File: config.mk
export PLATFORM = sky130hd
export DESIGN_NAME = cpba_div
export DESIGN_NICKNAME = d
export VERILOG_FILES = /design/src/hw/rtl/contiguous_page_bitmap_allocator_assert.svh /design/src/hw/rtl/cpba_div.sv
export SDC_FILE = /design/constraint.sdc
export NUM_CORES = 1
export LEC_CHECK = 0
export ABC_AREA = 1
export BUFFER_PORTS_ARGS = -buffer_cell sky130_fd_sc_hd__buf_2
export CORE_UTILIZATION = 49
export CTS_BUF_LIST = sky130_fd_sc_hd__clkbuf_2
export CTS_CLUSTER_SIZE = 12
export DETAILED_ROUTE_END_ITERATION = 16
export HOLD_SLACK_MARGIN = 0.15
export PLACE_DENSITY = 0.79
export SKIP_LAST_GASP = 1
export SLEW_MARGIN = 20
export SYNTH_ARGS = -nofsm -noshare
export SYNTH_HDL_FRONTEND = slang
export SYNTH_SLANG_ARGS = --single-unit
File: constraint.sdc
create_clock -name clk -period 3.7 [get_ports clk]
set_clock_uncertainty 0.15 [all_clocks]
set_input_delay 0.185 -clock clk [delete_from_list [all_inputs] [get_ports clk]]
set_output_delay 0.185 -clock clk [all_outputs]
set_load 0.03 [all_outputs]
File: src/hw/rtl/contiguous_page_bitmap_allocator_assert.svh
// ----------------------------------------------------------------------------
// Page allocator assertion macros
// Short forms for clocked implications used by the allocator checks.
// ----------------------------------------------------------------------------
`ifndef CONTIGUOUS_PAGE_BITMAP_ALLOCATOR_ASSERT_SVH
`define CONTIGUOUS_PAGE_BITMAP_ALLOCATOR_ASSERT_SVH

// Same-cycle implication, disabled in reset
`define CPBA_ASSERT_NOW(label, cond, cons, msg) \
  label: assert property (@(posedge clk) disable iff (rst) (cond) |-> (cons)) \
    else $error(msg);

// Next-cycle implication, disabled in reset
`define CPBA_ASSERT_NEXT(label, cond, cons, msg) \
  label: assert property (@(posedge clk) disable iff (rst) (cond) |=> (cons)) \
    else $error(msg);

`endif

File: src/hw/rtl/cpba_div.sv
// ----------------------------------------------------------------------------
// Page allocator divider
// Restoring divider, one quotient bit per cycle, for byte-to-page rounding.
// ----------------------------------------------------------------------------
module cpba_div (
  input  logic        clk,
  input  logic        rst,
  input  logic        start,
  input  logic [31:0] num,
  input  logic [15:0] den,
  output logic        done,
  output logic [31:0] quot,
  output logic [15:0] rem
);
  logic        busy;
  logic [5:0]  cnt;
  logic [16:0] shifted;
  logic [16:0] trial;

  // Shift in the next dividend bit and try a subtract
  assign shifted = {rem, quot[31]};
  assign trial   = shifted - {1'b0, den};

  always_ff @(posedge clk) begin
    if (rst) begin
      busy <= 1'b0;
      done <= 1'b0;
      cnt  <= '0;
    end else begin
      done <= 1'b0;
      if (start) begin
        busy <= 1'b1;
        cnt  <= 6'd32;
        quot <= num;
        rem  <= '0;
      end else if (busy) begin
        if (shifted >= {1'b0, den}) begin
          rem  <= trial[15:0];
          quot <= {quot[30:0], 1'b1};
        end else begin
          rem  <= shifted[15:0];
          quot <= {quot[30:0], 1'b0};
        end
        cnt <= cnt - 6'd1;
        if (cnt == 6'd1) begin
          busy <= 1'b0;
          done <= 1'b1;
        end
      end
    end
  end
endmodule

# Word-level counts from Yosys, hierarchy flattened
# Cells that the tools add are included.
dict set report totals {
  ff_bits 56
  inputBits 51
  out_inout_bits 49
  elab_cells 27
}
dict set report classes {
  add_sub_neg 2
  order_cmp 1
  n_eq_ne 1
  mux 11
  n_bitwise 2
  n_reduce_logical 4
}
# cell n
set op_table {}
lappend op_table {{two-way mux 32 bit} 2}
lappend op_table {{two-way mux 16 bit} 2}
lappend op_table {{>= comparator 17 x 16 -> 1 bit} 1}
lappend op_table {{subtractor 16 bit} 1}
lappend op_table {{two-way mux 6 bit} 2}
lappend op_table {{equality test 6 x 1 -> 1 bit (second input constant)} 1}
lappend op_table {{subtractor 6 x 1 -> 6 bit (second input constant)} 1}
lappend op_table {{two-way mux 1 bit} 5}
lappend op_table {{OR reduction 3 bit} 1}
lappend op_table {{NOT 1 bit} 2}
lappend op_table {{AND reduction 2 bit} 1}
lappend op_table {{nonzero test 2 bit} 1}
lappend op_table {{OR reduction 2 bit} 1}

# Logic depth before layout (Yosys ltp)
dict set report logic_depth {
  depth_word 4
  mapped_depth 15
  ltp_nobuf 14
}

# Least setup slack after synthesis
# No wires, ideal clock.
dict set report synth_timing {
  kind {in2reg}
  startpoint {input port start}
  endpoint {register quot[0] (enable)}
  setup_ns 0.470
  t_arrival_ns 3.066
  required_ns 3.080
  setup_slack_ns 0.014
  path_stages 4
  n_path_buf 2
  path_cell_list {clkbuf_1 > inv_1 > buf_2 > a21oi_1}
}
dict set report synth_between {
  elab_chain_cells 2
}
# element line_no
set synth_lines {}
lappend synth_lines {{start: declaration} cpba_div.sv:8} ;# input logic start,
lappend synth_lines {{nonzero test 2 bit (no source line)} -}
lappend synth_lines {{AND reduction 2 bit (no source line)} -}
lappend synth_lines {{end signal: assignment} cpba_div.sv:34} ;# quot <= num;
lappend synth_lines {{end signal: assignment} cpba_div.sv:39} ;# quot <= {quot[30:0], 1'b1};
lappend synth_lines {{end signal: assignment} cpba_div.sv:42} ;# quot <= {quot[30:0], 1'b0};
lappend synth_lines {{end: declaration} cpba_div.sv:12} ;# output logic [31:0] quot,
# Every way passes these cells.
# A chain may end at the register's enable or synchronous reset.

# Worst setup path in the final report
dict set report layout_timing {
  startpoint {register rem[13]}
  endpoint {register rem[6], data pin}
}
dict set report layout_between {
  elab_chain_cells 3
}
# element line_no
set layout_lines {}
lappend layout_lines {{start: declaration} cpba_div.sv:13} ;# output logic [15:0] rem
lappend layout_lines {{start signal: assignment} cpba_div.sv:38} ;# rem <= trial[15:0];
lappend layout_lines {{start signal: assignment} cpba_div.sv:41} ;# rem <= shifted[15:0];
lappend layout_lines {{>= comparator 17 x 16 -> 1 bit} cpba_div.sv:37} ;# if (shifted >= {1'b0, den}) begin
lappend layout_lines {{two-way mux 16 bit} cpba_div.sv:37}
lappend layout_lines {{two-way mux 16 bit} cpba_div.sv:36} ;# end else if (busy) begin
# Every way passes these cells. The select of a mux whose other input is x is not followed.

==> summary.txt <==
detailed-route via count = 3,734
fill cell count = 581
placer congestion estimate = 0.9328
Die X = 88.47 µm
Reg2Reg Depth = 12
IO Count = 100
Initial Util = 50.51%
top cells by area, synth = edfxtp_1, nand2_1, inv_1, ha_1, nor2_1
num rows = 31
CP Data Required Time = 3.88 ns
Post-DP HPWL = 6.461 mm
status = completed
leading area contributor after synthesis = edfxtp_1
Switching Power = 0.0006220 W
Clock Power Share = 16.4%
# Max-Cap Violations = 0
Post-synth ARST share = 0%
Seq/Total Area, Yosys = 43.72%
Max Clk Rate = 382.7 MHz
H-tree level count = 2
Sink Count = 56
Setup Crit Path Kind = flop to flop
Critical Path End Type = flop
final WL = 10.16 mm
ratio of cells with drive above 1 in the final layout = 18.81%
Tmin final = 2.613 ns
Synth Instances = 505
fin. max-slew vios = 0
syn avg cell area = 7.254 µm²
Synthesized Nets = 575
CP max FO = 13
pin count of the biggest net entering global routing = 50
Post-synth top cells = nand2_1, inv_1, nor2_1
Worst Hold Depth = 7
CP startpoint kind = flop
LEAKAGE = 2.548 nW
Port Buffers = 99
Comb power frac = 35.8%
first-pass detailed-route iteration total = 5
worst-case clock buffer depth = 2
Int Pwr = 0.001012 W
first-pass GRT wire length = 16.37 mm
DRC = 0
EDFF count, synth = 48
RSZ-0062 raised after global routing = no
Yosys cell types = 30
post-CTS setup buffer count = 0
drt wl/cell = 13.49 µm
Inst Count DP = 693
Synth Warn # = 0
Setup violations, final = 0
chip height = 88.47 µm
area delta synth->final = 31.32%
Power Density = 339.7 nW/µm²
# resized after CTS = 0
Seq pwr share = 47.8%
Seq cells post-synth = 56
Tot GR Track Use = 26.97%
initial antenna violation count = 0
Clock Tree Root = clkbuf_2
Via-to-Cell Ratio = 4.959
sum of negative setup slack = 0 ns
Routed Antenna Nets = 0
remaining global-route overflow = 0
Final Hold Viols = 0
Cell Area, Synth = 3664 µm²
DRT iter0 DRCs = 179
Yosys top cell area share = 39.34%
vias in the first global route = 3,678
TritonCTS clock tree = done
worst min path class = primary input to flop
CTS clock-pin slew for the worst setup and hold paths = 0.32 ns
CTS buffer count = 5
core footprint = 7253 µm²
measured slew at the worst slew-check pin = 0.7919 ns
Final Cycle Share = 70.62%
Peak VDD IR = 0.1985 mV
Non-Filler Instances = 753
crit path DAT = 2.79 ns
die area = 7826 µm²
Synth Flop Type = edfxtp_1
Final nets = 723
top-count cell post-synth = nand2_1
slew margin rel. = 47.09%
Skew-Pair Late Insertion Delay = 0.47 ns
switching portion of total power = 38.06%
ant diodes = 0
hold_buf cts = 51
[cell usage in the layout, fill, tap and decap left out]
cell             n
inv_2            1
nand3b_1         8
dfxtp_1          8
o21ai_0          2
buf_2           99
a21oi_4          1
clkinv_4         1
nand2_2          1
a211oi_1         1
a21oi_1         10
o21ai_1          1
inv_6            1
clkbuf_2         5
nand3_2          1
ha_1            18
nand4_1          5
nor3_1           3
edfxtp_1        48
clkinv_2         1
nor2_2           4
xor2_1           7
nor3_2           1
nand3_1         19
nand2_4          1
buf_4            4
and2_1           2
nand2_1        218
inv_1           75
nor2_1          51
or2_2            2
dlygate4sd3_1   52
or2_1            1
nor4_1           1
fa_1             1
[worst max-delay path, stage by stage, from the launching register on]
cell,delay [ns]
edfxtp_1,0.51
ha_1,0.34
inv_1,0.08
nor2_1,0.05
nand2_1,0.12
nor2_1,0.06
nand2_1,0.06
nand2_1,0.06
nor2_2,0.43
nand2_4,0.20
inv_2,0.23
nor2_1,0.06
nor2_1,0.12
[per-layer routing]
layer | global-route usage (%) | part of all wire (%) | vias up
met5 | 0 | 0 | -
met2 | 45.94 | 49 | 186
met4 | 9.091 | 2.1 | 0
met1 | 34.03 | 40 | 1667
li1 | - | - | 1857
met3 | 5.877 | 8.9 | 24
[worst paths after layout]
path	start	end	slack, ns
setup / recovery	rem[13]$_SDFFCE_PP0P_	rem[6]$_SDFFCE_PP0P_	1.09
hold / removal	den[15]	rem[15]$_SDFFCE_PP0P_	0.24
setup reg to reg	rem[13]$_SDFFCE_PP0P_	rem[6]$_SDFFCE_PP0P_	1.09
hold reg to reg	cnt[3]$_SDFFE_PP0P_	cnt[3]$_SDFFE_PP0P_	0.34
[stage by stage]
| stage | total power [W] | utilization [%] | hold WS (ns) | setup slack, ns | area, µm² |
|---|---|---|---|---|---|
| after CTS | 0.001618 | 66.19 | 0.1503 | 1.104 | 4801 |
| after global routing | 0.001734 | 66.33 | 0.2625 | 0.8492 | 4811 |
| after floorplan | 0.001186 | - | 0.1041 | 0.01375 | 3664 |
| after detailed placement | 0.001321 | 58.50 | 0.2876 | 1.159 | 4243 |
| after global placement | 0.001308 | 58.50 | 0.2708 | 1.237 | 4243 |
| final | 0.001634 | 66.33 | 0.2390 | 1.087 | 4811 |
[final cells by class]
| cell class | instances | area (µm²) | area share (%) |
|---|---|---|---|
| multi-input cells | 359 | 1707 | 35.47 |
| flip-flops and latches | 56 | 1602 | 33.29 |
| repair buffers | 155 | 1046 | 21.74 |
| inverters | 76 | 285.3 | 5.930 |
| well taps | 99 | 123.9 | 2.575 |
| clock buffers | 5 | 25.02 | 0.5202 |
| clock inverters | 3 | 22.52 | 0.4681 |
[power by group through the flow]
stage / logic, W / clock network [W] / registers (W)
after detailed placement: 0.000530 / 0 / 0.000791
after CTS: 0.000572 / 0.000267 / 0.000779
after global routing: 0.000655 / 0.000293 / 0.000786
final: 0.000585 / 0.000268 / 0.000781
after global placement: 0.000518 / 0 / 0.000790
after floorplan: 0.000315 / 0 / 0.000870
[sequential cells by signal (all words and copies together), names as in the netlist]
signal	cells
cnt	6
rem	16
quot	32
done	1
busy	1
[logic make-up (layout without fill, tap and decap cells)]
family / count (synthesis) / count (layout) / share of synthesized area [%]
buffers and inverters: 90 / 239 / 10.01
DFF: 56 / 56 / 43.72
AOI/OAI and AO/OA: 15 / 15 / 2.117
adders and majority gates: 19 / 19 / 6.694
and+or+nand+nor: 318 / 318 / 35.79
xor gates and xnor gates: 7 / 7 / 1.674
Note: power is estimated with default switching activity, not from simulation.
